<file path="src/design/sba_pkg.sv">
`timescale 1ns / 1ps
// Shared types and codes for the snooping bus arbiter.
// No dependencies; used by sba_emitter and snoop_bus_arbiter.
package sba_pkg;

  localparam int ADDR_W = 64;

  // Input opcodes
  localparam logic [1:0] OP_TICK = 2'd0;
  localparam logic [1:0] OP_REQ  = 2'd1;
  localparam logic [1:0] OP_MDR  = 2'd2;

  // Bus request types that the controller interprets
  localparam logic [2:0] T_DATA   = 3'd3;
  localparam logic [2:0] T_SHARED = 3'd4;

  // Configuration register indexes
  localparam logic [1:0] CFG_SNOOP_WAIT = 2'd0;
  localparam logic [1:0] CFG_XFER_DELAY = 2'd1;
  localparam logic [1:0] CFG_ACT_PROCS  = 2'd2;

  typedef enum logic [1:0] {
    KIND_MEM_REQ  = 2'd0,
    KIND_SNOOP    = 2'd1,
    KIND_COMPLETE = 2'd2,
    KIND_OVERFLOW = 2'd3
  } kind_t;

  typedef enum logic [1:0] {
    PH_WAIT_CACHE = 2'd0,
    PH_WAIT_MEM   = 2'd1,
    PH_XFER_CACHE = 2'd2,
    PH_XFER_MEM   = 2'd3
  } phase_t;

  // One registered input request
  typedef struct packed {
    logic [1:0]        opcode;
    logic [2:0]        rtype;
    logic [ADDR_W-1:0] addr;
    logic [2:0]        proc;
    logic [7:0]        sharers;
    logic [15:0]       latency;
  } in_item_t;

  // Result group handed to the emitter: one head result plus snoop mask
  typedef struct packed {
    logic              valid;
    kind_t             kind;
    logic [2:0]        rtype;
    logic [ADDR_W-1:0] addr;
    logic [2:0]        proc;
    logic              xfer;
    logic [7:0]        snoops;
  } emit_load_t;

  // Queued request entry
  typedef struct packed {
    logic [ADDR_W-1:0] addr;
    logic [2:0]        rtype;
  } q_entry_t;

endpackage

</file>
<file path="src/design/sba_emitter.sv">
`timescale 1ns / 1ps
// Result stage: holds one result group and sends it out one result per cycle while out_ready is high.
// Depends on sba_pkg (emit_load_t, kind_t).
module sba_emitter (
  input  logic                         clk,
  input  logic                         rst_n,
  input  sba_pkg::emit_load_t          load,
  output logic                         free,
  output logic                         out_valid,
  input  logic                         out_ready,
  output logic [1:0]                   out_result_kind,
  output logic [2:0]                   out_type,
  output logic [sba_pkg::ADDR_W-1:0]   out_addr,
  output logic [2:0]                   out_proc,
  output logic                         out_was_cache_transfer,
  output logic                         out_last
);

  logic                       head_r;
  logic [7:0]                 mask_r;
  sba_pkg::kind_t             kind_r;
  logic [2:0]                 type_r;
  logic [sba_pkg::ADDR_W-1:0] addr_r;
  logic [2:0]                 proc_r;
  logic                       xfer_r;

  logic [7:0] low_bit;
  logic [7:0] mask_rest;
  logic [2:0] snoop_proc;
  logic       fire;

  // Lowest pending snoop target
  assign low_bit   = mask_r & (~mask_r + 8'd1);
  assign mask_rest = mask_r & ~low_bit;

  always_comb begin
    snoop_proc = '0;
    for (int i = 0; i < 8; i++) begin
      if (low_bit[i]) snoop_proc = 3'(i);
    end
  end

  // Head result first, then snoops in rising processor order
  always_comb begin
    out_valid = head_r || (mask_r != '0);
    out_type  = type_r;
    out_addr  = addr_r;
    if (head_r) begin
      out_result_kind        = kind_r;
      out_proc               = proc_r;
      out_was_cache_transfer = xfer_r;
      out_last               = (mask_r == '0);
    end else begin
      out_result_kind        = sba_pkg::KIND_SNOOP;
      out_proc               = snoop_proc;
      out_was_cache_transfer = 1'b0;
      out_last               = (mask_rest == '0);
    end
  end

  assign fire = out_valid && out_ready;
  assign free = !out_valid || (out_ready && out_last);

  // Control state
  always_ff @(posedge clk) begin
    if (!rst_n) begin
      head_r <= 1'b0;
      mask_r <= '0;
    end else if (free && load.valid) begin
      head_r <= 1'b1;
      mask_r <= load.snoops;
    end else if (fire) begin
      if (head_r) begin
        head_r <= 1'b0;
      end else begin
        mask_r <= mask_rest;
      end
    end
  end

  // Payload
  always_ff @(posedge clk) begin
    if (free && load.valid) begin
      kind_r <= load.kind;
      type_r <= load.rtype;
      addr_r <= load.addr;
      proc_r <= load.proc;
      xfer_r <= load.xfer;
    end
  end

endmodule

</file>
<file path="src/design/snoop_bus_arbiter.sv">
`timescale 1ns / 1ps
// Snooping bus controller with round-robin arbitration over per-processor queues.
// Flow: a request is registered in the input register at accept and decoded from there once
// the result stage is free; its results are registered in the result stage before they are presented.
// Throughput: one request per cycle while each gives at most one result and out_ready is high; a request
// with k results (memory request plus snoops, up to 9) occupies the result stage until its last is taken.
// Reset (rst_n low, synchronous): bus idle, queues empty, both delay registers = 10,
// active_procs = 1; queue storage is not cleared.
module snoop_bus_arbiter #(
  parameter int PROCS       = 8,
  parameter int QUEUE_DEPTH = 4
) (
  input  logic                       clk,
  input  logic                       rst_n,
  // request channel
  input  logic                       in_valid,
  output logic                       in_ready,
  input  logic [1:0]                 in_opcode,
  input  logic [2:0]                 in_req_type,
  input  logic [sba_pkg::ADDR_W-1:0] in_line_addr,
  input  logic [2:0]                 in_proc_id,
  input  logic [7:0]                 in_sharer_mask,
  input  logic [15:0]                in_mem_latency,
  // result channel
  output logic                       out_valid,
  input  logic                       out_ready,
  output logic [1:0]                 out_result_kind,
  output logic [2:0]                 out_type,
  output logic [sba_pkg::ADDR_W-1:0] out_addr,
  output logic [2:0]                 out_proc,
  output logic                       out_was_cache_transfer,
  output logic                       out_last,
  // configuration channel
  input  logic                       cfg_valid,
  output logic                       cfg_ready,
  input  logic [1:0]                 cfg_index,
  input  logic [15:0]                cfg_data
);

  localparam int PW  = (PROCS > 1) ? $clog2(PROCS) : 1;
  localparam int QIW = (QUEUE_DEPTH > 1) ? $clog2(QUEUE_DEPTH) : 1;
  localparam int QCW = $clog2(QUEUE_DEPTH + 1);
  localparam int SW  = QCW + 1;
  localparam logic [4:0]   PROCS_L = 5'(PROCS);
  localparam logic [SW-1:0] QD_S   = SW'(QUEUE_DEPTH);

  // Configuration registers
  logic [15:0] snoop_wait_r;
  logic [15:0] xfer_delay_r;
  logic [3:0]  act_procs_r;

  // Input register
  logic              in_v_r;
  sba_pkg::in_item_t in_r;
  logic              go;
  logic              em_free;

  // Bus state
  logic                       pend_valid_r, pend_valid_nxt;
  logic [2:0]                 pend_type_r, pend_type_nxt;
  logic [sba_pkg::ADDR_W-1:0] pend_addr_r, pend_addr_nxt;
  logic [2:0]                 pend_proc_r, pend_proc_nxt;
  sba_pkg::phase_t            phase_r, phase_nxt;
  logic                       shared_r, shared_nxt;
  logic                       data_r, data_nxt;
  logic                       data_ready_r, data_ready_nxt;
  logic [15:0]                countdown_r, countdown_nxt;
  logic [PW-1:0]              next_rr_r, next_rr_nxt;
  logic [QCW-1:0]             q_count_r [PROCS];
  logic [QCW-1:0]             q_count_nxt [PROCS];
  logic [QIW-1:0]             q_head_r [PROCS];
  logic [QIW-1:0]             q_head_nxt [PROCS];

  // Queue storage
  sba_pkg::q_entry_t q_mem [PROCS][QUEUE_DEPTH];
  logic              enq_we;
  logic [PW-1:0]     enq_proc;
  logic [QIW-1:0]    enq_slot;
  sba_pkg::q_entry_t enq_entry;

  sba_pkg::emit_load_t load;

  // Effective processor count
  logic [4:0] ap_ext;
  logic [4:0] np;
  logic [7:0] proc_mask;

  assign ap_ext = {1'b0, act_procs_r};
  assign np     = (ap_ext == '0) ? 5'd1 : ((ap_ext > PROCS_L) ? PROCS_L : ap_ext);

  always_comb begin
    for (int i = 0; i < 8; i++) begin
      proc_mask[i] = (5'(i) < np);
    end
  end

  // Round-robin start: next_rr folded below np by shift-and-subtract
  logic [8:0] rr_fold;
  logic [4:0] rr_start;

  always_comb begin
    rr_fold = 9'(next_rr_r);
    for (int k = PW - 1; k >= 0; k--) begin
      if (rr_fold >= (9'(np) << k)) rr_fold = rr_fold - (9'(np) << k);
    end
  end
  assign rr_start = rr_fold[4:0];

  // First non-empty queue at or after the start position
  logic          rr_found;
  logic [PW-1:0] rr_sel;
  logic [5:0]    rr_cand [PROCS];

  always_comb begin
    rr_found = 1'b0;
    rr_sel   = '0;
    for (int i = 0; i < PROCS; i++) begin
      rr_cand[i] = 6'(rr_start) + 6'(i);
      if (rr_cand[i] >= 6'(np)) rr_cand[i] = rr_cand[i] - 6'(np);
      if (!rr_found && (6'(i) < 6'(np)) && (q_count_r[rr_cand[i][PW-1:0]] != '0)) begin
        rr_found = 1'b1;
        rr_sel   = rr_cand[i][PW-1:0];
      end
    end
  end

  logic [5:0]     rr_inc;
  logic [QIW:0]   deq_head_inc;
  sba_pkg::q_entry_t deq_entry;

  assign rr_inc       = 6'(rr_sel) + 6'd1;
  assign deq_head_inc = (QIW + 1)'(q_head_r[rr_sel]) + (QIW + 1)'(1);
  assign deq_entry    = q_mem[rr_sel][q_head_r[rr_sel]];

  // Tick countdown step
  logic [15:0]     tick_cd;
  sba_pkg::phase_t tick_ph;

  assign tick_cd = data_ready_r ? 16'd0 :
                   ((countdown_r != '0) ? (countdown_r - 16'd1) : 16'd0);
  assign tick_ph = data_ready_r ? sba_pkg::PH_XFER_MEM : phase_r;

  // Request side: queue index and tail slot
  logic          req_proc_ok;
  logic [PW-1:0] req_idx;
  logic          req_full;
  logic [SW-1:0] tail_sum;
  logic [SW-1:0] tail_slot;
  logic          addr_hit;

  assign req_proc_ok = ({2'b00, in_r.proc} < PROCS_L);
  assign req_idx     = PW'(in_r.proc);
  assign req_full    = !req_proc_ok || (q_count_r[req_idx] >= QCW'(QUEUE_DEPTH));
  assign tail_sum    = SW'(q_head_r[req_idx]) + SW'(q_count_r[req_idx]);
  assign tail_slot   = (tail_sum >= QD_S) ? (tail_sum - QD_S) : tail_sum;
  assign addr_hit    = (pend_addr_r == in_r.addr);

  // Next bus state and result group
  always_comb begin
    pend_valid_nxt = pend_valid_r;
    pend_type_nxt  = pend_type_r;
    pend_addr_nxt  = pend_addr_r;
    pend_proc_nxt  = pend_proc_r;
    phase_nxt      = phase_r;
    shared_nxt     = shared_r;
    data_nxt       = data_r;
    data_ready_nxt = data_ready_r;
    countdown_nxt  = countdown_r;
    next_rr_nxt    = next_rr_r;
    q_count_nxt    = q_count_r;
    q_head_nxt     = q_head_r;
    enq_we         = 1'b0;
    enq_proc       = req_idx;
    enq_slot       = tail_slot[QIW-1:0];
    enq_entry      = '{addr: in_r.addr, rtype: in_r.rtype};
    load           = '0;
    load.addr      = pend_addr_r;
    load.proc      = pend_proc_r;
    load.rtype     = pend_type_r;

    if (go) begin
      case (in_r.opcode)
        sba_pkg::OP_TICK: begin
          if (pend_valid_r) begin
            countdown_nxt = tick_cd;
            phase_nxt     = tick_ph;
            if (tick_cd == '0) begin
              case (tick_ph)
                sba_pkg::PH_WAIT_CACHE: begin
                  load.valid    = 1'b1;
                  load.kind     = sba_pkg::KIND_MEM_REQ;
                  load.snoops   = in_r.sharers & proc_mask;
                  countdown_nxt = in_r.latency;
                  phase_nxt     = sba_pkg::PH_WAIT_MEM;
                  if (data_r) pend_type_nxt = sba_pkg::T_DATA;
                end
                sba_pkg::PH_XFER_CACHE: begin
                  load.valid     = 1'b1;
                  load.kind      = sba_pkg::KIND_COMPLETE;
                  load.rtype     = shared_r ? sba_pkg::T_SHARED : pend_type_r;
                  load.xfer      = 1'b1;
                  pend_valid_nxt = 1'b0;
                end
                sba_pkg::PH_XFER_MEM: begin
                  load.valid     = 1'b1;
                  load.kind      = sba_pkg::KIND_COMPLETE;
                  load.rtype     = shared_r ? sba_pkg::T_SHARED : sba_pkg::T_DATA;
                  pend_valid_nxt = 1'b0;
                end
                default: ;  // waiting memory: hold until the data arrives
              endcase
            end
          end else if (rr_found) begin
            // Move the next queued request onto the bus
            pend_valid_nxt      = 1'b1;
            pend_type_nxt       = deq_entry.rtype;
            pend_addr_nxt       = deq_entry.addr;
            pend_proc_nxt       = 3'(rr_sel);
            phase_nxt           = sba_pkg::PH_WAIT_CACHE;
            shared_nxt          = 1'b0;
            data_nxt            = 1'b0;
            data_ready_nxt      = 1'b0;
            countdown_nxt       = snoop_wait_r;
            q_head_nxt[rr_sel]  = (deq_head_inc == (QIW + 1)'(QUEUE_DEPTH)) ?
                                  '0 : deq_head_inc[QIW-1:0];
            q_count_nxt[rr_sel] = q_count_r[rr_sel] - QCW'(1);
            next_rr_nxt         = (rr_inc == 6'(np)) ? '0 : rr_inc[PW-1:0];
          end
        end
        sba_pkg::OP_REQ: begin
          if (!pend_valid_r) begin
            if (in_r.rtype != sba_pkg::T_SHARED) begin
              pend_valid_nxt = 1'b1;
              pend_type_nxt  = in_r.rtype;
              pend_addr_nxt  = in_r.addr;
              pend_proc_nxt  = in_r.proc;
              phase_nxt      = sba_pkg::PH_WAIT_CACHE;
              shared_nxt     = 1'b0;
              data_nxt       = 1'b0;
              data_ready_nxt = 1'b0;
              countdown_nxt  = snoop_wait_r;
            end
          end else if (in_r.rtype == sba_pkg::T_SHARED) begin
            if (addr_hit) shared_nxt = 1'b1;
          end else if (in_r.rtype == sba_pkg::T_DATA && addr_hit) begin
            // Cache supplies the line: switch to a cache-to-cache transfer
            if (phase_r == sba_pkg::PH_WAIT_MEM) begin
              data_nxt      = 1'b1;
              phase_nxt     = sba_pkg::PH_XFER_CACHE;
              countdown_nxt = xfer_delay_r;
            end
          end else if (req_full) begin
            load.valid = 1'b1;
            load.kind  = sba_pkg::KIND_OVERFLOW;
            load.rtype = in_r.rtype;
            load.addr  = in_r.addr;
            load.proc  = in_r.proc;
          end else begin
            enq_we               = 1'b1;
            q_count_nxt[req_idx] = q_count_r[req_idx] + QCW'(1);
          end
        end
        sba_pkg::OP_MDR: begin
          if (pend_valid_r && addr_hit && (pend_proc_r == in_r.proc)) data_ready_nxt = 1'b1;
        end
        default: ;  // unused opcode
      endcase
    end
  end

  // Handshakes
  assign go        = in_v_r && em_free;
  assign in_ready  = !in_v_r || go;
  assign cfg_ready = 1'b1;

  // Input register
  always_ff @(posedge clk) begin
    if (!rst_n) begin
      in_v_r <= 1'b0;
    end else if (in_ready) begin
      in_v_r <= in_valid;
    end
  end

  always_ff @(posedge clk) begin
    if (in_valid && in_ready) begin
      in_r <= '{opcode: in_opcode, rtype: in_req_type, addr: in_line_addr,
                proc: in_proc_id, sharers: in_sharer_mask, latency: in_mem_latency};
    end
  end

  // Configuration registers
  always_ff @(posedge clk) begin
    if (!rst_n) begin
      snoop_wait_r <= 16'd10;
      xfer_delay_r <= 16'd10;
      act_procs_r  <= 4'd1;
    end else if (cfg_valid && cfg_ready) begin
      case (cfg_index)
        sba_pkg::CFG_SNOOP_WAIT: snoop_wait_r <= cfg_data;
        sba_pkg::CFG_XFER_DELAY: xfer_delay_r <= cfg_data;
        sba_pkg::CFG_ACT_PROCS:  act_procs_r  <= cfg_data[3:0];
        default: ;  // no register at this index
      endcase
    end
  end

  // Bus and queue control state
  always_ff @(posedge clk) begin
    if (!rst_n) begin
      pend_valid_r <= 1'b0;
      pend_type_r  <= '0;
      pend_addr_r  <= '0;
      pend_proc_r  <= '0;
      phase_r      <= sba_pkg::PH_WAIT_CACHE;
      shared_r     <= 1'b0;
      data_r       <= 1'b0;
      data_ready_r <= 1'b0;
      countdown_r  <= '0;
      next_rr_r    <= '0;
      for (int p = 0; p < PROCS; p++) begin
        q_count_r[p] <= '0;
        q_head_r[p]  <= '0;
      end
    end else begin
      pend_valid_r <= pend_valid_nxt;
      pend_type_r  <= pend_type_nxt;
      pend_addr_r  <= pend_addr_nxt;
      pend_proc_r  <= pend_proc_nxt;
      phase_r      <= phase_nxt;
      shared_r     <= shared_nxt;
      data_r       <= data_nxt;
      data_ready_r <= data_ready_nxt;
      countdown_r  <= countdown_nxt;
      next_rr_r    <= next_rr_nxt;
      q_count_r    <= q_count_nxt;
      q_head_r     <= q_head_nxt;
    end
  end

  // Queue storage write
  always_ff @(posedge clk) begin
    if (enq_we) q_mem[enq_proc][enq_slot] <= enq_entry;
  end

  sba_emitter u_emitter (
    .clk                    (clk),
    .rst_n                  (rst_n),
    .load                   (load),
    .free                   (em_free),
    .out_valid              (out_valid),
    .out_ready              (out_ready),
    .out_result_kind        (out_result_kind),
    .out_type               (out_type),
    .out_addr               (out_addr),
    .out_proc               (out_proc),
    .out_was_cache_transfer (out_was_cache_transfer),
    .out_last               (out_last)
  );

endmodule

</file>
<file path="config.mk">
export PLATFORM = sky130hd
export DESIGN_NAME = snoop_bus_arbiter
export DESIGN_NICKNAME = d
export VERILOG_FILES = /design/src/design/sba_pkg.sv /design/src/design/sba_emitter.sv /design/src/design/snoop_bus_arbiter.sv
export SDC_FILE = /design/constraint.sdc
export NUM_CORES = 2
export LEC_CHECK = 0
export BUFFER_PORTS_ARGS = -buffer_cell sky130_fd_sc_hd__buf_2
export CAP_MARGIN = 20
export CORE_ASPECT_RATIO = 1.5
export CORE_MARGIN = 2
export CORE_UTILIZATION = 30
export CTS_BUF_LIST = sky130_fd_sc_hd__clkbuf_2 sky130_fd_sc_hd__clkbuf_4 sky130_fd_sc_hd__clkbuf_8
export DETAILED_ROUTE_END_ITERATION = 10
export PLACE_DENSITY = 0.49
export REMOVE_ABC_BUFFERS = 1
export SLEW_MARGIN = 20
export SYNTH_ARGS = -nofsm -noshare
export SYNTH_HDL_FRONTEND = slang
export SYNTH_SLANG_ARGS = --single-unit
</file>
<file path="constraint.sdc">
create_clock -name clk -period 12.25 [get_ports clk]
set_input_delay 0 -clock clk [delete_from_list [all_inputs] [get_ports clk]]
set_output_delay 0 -clock clk [all_outputs]
set_load 0.05 [all_outputs]
</file>
==> key figures <==
Routing
  – Remaining DRCs: 0
  – Drt wl/cell: 30.98 µm
  – First drt pass iteration count: 10
  – Top sig layer: met4
  – Routed WL: about 370,000 µm
  – Starting DRT DRC Count: 8,415
  – Via count: between 60,000 and 70,000
  – DR WL met2: approximately 180,000 µm
  – Wl on met1: 143,800 µm
  – DRT antenna net count: 0
  – Vias per cell: 5.609
  – DR WL met3: 25,900 µm

Finish
  – Layout fillers: 30,820
  – Final net count: 7,471
  – Share of layout cells above drive strength 1: 0.1875
  – Multi-input combinational cell area: 23,060 µm²
  – Area occupied by registers: around 73,000 µm²
  – Post-Layout Cell Count: ~12,000
  – Layout area overhead: 20.69%

Logic synthesis
  – Post-synth top area cell: edfxtp_1
  – Post-synth EDFFs: 2,313
  – Unique cell type count in the Yosys netlist: approximately 110
  – Top cells by count, synth: edfxtp_1, nand2_1, a22oi_1
  – Asr flop ratio synth: 0
  – Synthesized area per cell: 15.26 µm²
  – Netlist Area Pre-Place: 97,620 µm²
  – Largest cells by area after synthesis: edfxtp_1, dfxtp_1, nand2_1
  – Seq/Total Area, Yosys: 0.7486
  – Seq cells post-synth: 2,494
  – Post-synth top area share: 0.7115
  – Predominant post-synthesis flop cell: edfxtp_1
  – Most frequent cell after synthesis: edfxtp_1
  – Synthesized netlist cell count: 6,395
  – Syn. warnings: 0

STA
  – Final period util: 0.9492
  – Final min period: 11.63 ns
  – FMAX: 0.08600 GHz
  – Final Hold Fails: 0
  – Max Transition Viols Final: 0
  – Worst slew margin: 0.1471
  – Worst slew pin tran: 1.268 ns
  – Final setup violation count: 0
  – Clock Skew: about 0.078 ns

Global routing
  – Overflow after GRT: 0
  – Vias in the first global route: 66,050
  – First-pass GRT wire length: 508,600 µm
  – Antenna violations before repair: 12
  – Pin count of the biggest net entering global routing: 99
  – Total GRT Usage: 0.2145

Placed design
  – IO Port Bufs: 194
  – Gp weighted congestion: 0.8781
  – Dpl cells: 10,920
  – Post-detail-place hpwl: around 200,000 µm

Critical path
  – Worst EP required: 13.15 ns
  – WP data arrival: 12.53 ns
  – Buf+Inv Stages, Crit Path: 9
  – CP peak stage delay: 0.52 ns
  – R2R cell count: 48
  – Reg-to-reg startpoint: act_procs_r[0]
  – Slowest-stage cell, CP: fa_1
  – Startpoint Class: register
  – Critical Path Fanout Max: 23
  – Kind of end point of the critical path: register
  – Worst setup path category: register to register
  – CP top delay family: compound AO/OA/AOI/OAI gates
  – Critical Path Source: act_procs_r[0]
  – CP Depth: 48

Die
  – Die area: ~330,000 µm²
  – Core area: 323,800 µm²
  – Die width: 469.8 µm
  – Initial Utilization: 0.3014
  – FP Rows: 256
  – Die Ht: 702.6 µm
  – I/O pin count: between 150 and 200

Outcome
  – Run status: complete, no violations

Clocking
  – H-tree levels: 5
  – Later-pin clock latency in the skew report: around 1.1 ns
  – CTS tree: yes
  – Clock buffer depth: 4
  – CTS clk-pin slew, worst paths: 0.07 ns
  – Root Driver: clkbuf_8
  – CTS sink cnt: 2,494
  – CTS buffer count: 381

Hold path
  – Min-Delay Path Depth: 5
  – Worst Hold Launch: cfg_index[1]
  – Hold crit path type: primary input to register

Flow run
  – Reported max-cap violation count: 0
layer usage:
| metal | up-vias | track usage |
|---|---|---|
| met1 | 34720 | 0.2676 |
| met4 | 0 | 0.08566 |
| met5 | - | 0 |
| li1 | 27880 | - |
| met3 | 689 | 0.03039 |
| met2 | 3314 | 0.3735 |
sequential cells by signal, indices dropped and copies added (netlist names), 4 cells and up:
name and cells:
act_procs_r 4, u_emitter.out_addr 64, q_mem 2144, xfer_delay_r 16, q_count_r 24, u_emitter.mask_r 8, q_head_r 16, snoop_wait_r 16
in_r 26, enq_entry 67, pend_addr_r 64, countdown_r 16
metrics by stage:
stage	worst slack, ns	util	setup TNS [ns]	hold slack [ns]	area [µm²]
2_1_floorplan	-12.88	-	-1226.02	0.06194	95900
3_3_place_gp	0.4558	0.3313	0	0.1762	107300
3_5_place_dp	0.5502	0.3316	0	0.1781	107400
4_1_cts	0.4657	0.3635	0	0.08547	117700
5_1_grt	-0.01921	0.3638	-0.02669	0.1603	117800
6_report	0.6218	0.3638	0	0.1689	117800
layout by cell type, fill, tap and decap left out, types with 22 or more instances in the layout:
cell type,n
a31oi_1,25
buf_12,85
dlygate4sd3_1,253
ha_1,44
clkinv_1,82
nand3_1,163
nor2_1,183
nand2_1,718
a221oi_1,179
a21boi_0,62
o21ai_0,130
a21oi_1,120
xnor2_1,29
xor2_1,79
nor3_1,66
nand4_1,147
a311oi_1,71
buf_2,195
clkbuf_4,111
nor2_4,36
o21ai_1,62
a21o_1,23
nand2b_1,29
o211ai_1,59
a22oi_1,335
mux2i_1,53
nor4_1,25
or3_1,85
edfxtp_1,2313
clkbuf_8,404
buf_4,397
a211oi_1,22
inv_1,45
a22o_1,115
a222oi_1,253
clkinv_2,52
dfxtp_1,180
what timing repair did:
item                                    4_1_cts  5_1_grt
hold endpoints to repair                    275        0
buffers inserted                              0        2
hold buffers                                253        0
resized for setup                             0       11
endpoints found under the setup margin        0       93
worst paths after layout:
kind,endpoint,slack [ns]
max,pend_addr_r[12],0.62
min,act_procs_r[0],0.17
min reg2reg,snoop_wait_r[10],0.46
max reg2reg,pend_addr_r[12],0.62
area by class of cell:
type	count	share of cell area
Sequential cell	2494	0.6203
Multi-Input combinational cell	3434	0.1958
Timing Repair Buffer	937	0.07056
Clock buffer	515	0.05427
Tap cell	4257	0.04521
Clock inverter	179	0.01199
Inverter	53	0.001752
Antenna cell	5	0.0001062
worst min-delay path, cell delays in order:
cell and delay (ns):
dlygate4sd3_1 0.53, buf_2 0.15, nand3b_1 0.30, mux2i_1 0.13, nand2_1 0.06
cell families (layout without fill, tap and decap cells):
family / Yosys count / after routing / synth area share
adder cells (fa/ha/maj): 53 / 53 / 0.007204
other: 1 / 6 / 0.00003842
buffers and inverters: 467 / 1684 / 0.01964
AND/OR/NAND/NOR: 1559 / 1559 / 0.07438
XOR/XNOR: 110 / 110 / 0.009946
flip-flops: 2494 / 2494 / 0.7486
multiplexers: 76 / 76 / 0.008472
AO/OA/AOI/OAI: 1635 / 1635 / 0.1317
Power is left out: the tool's default activity adds up to more than one toggle a clock period on the data nets, which glitch-free logic cannot reach.
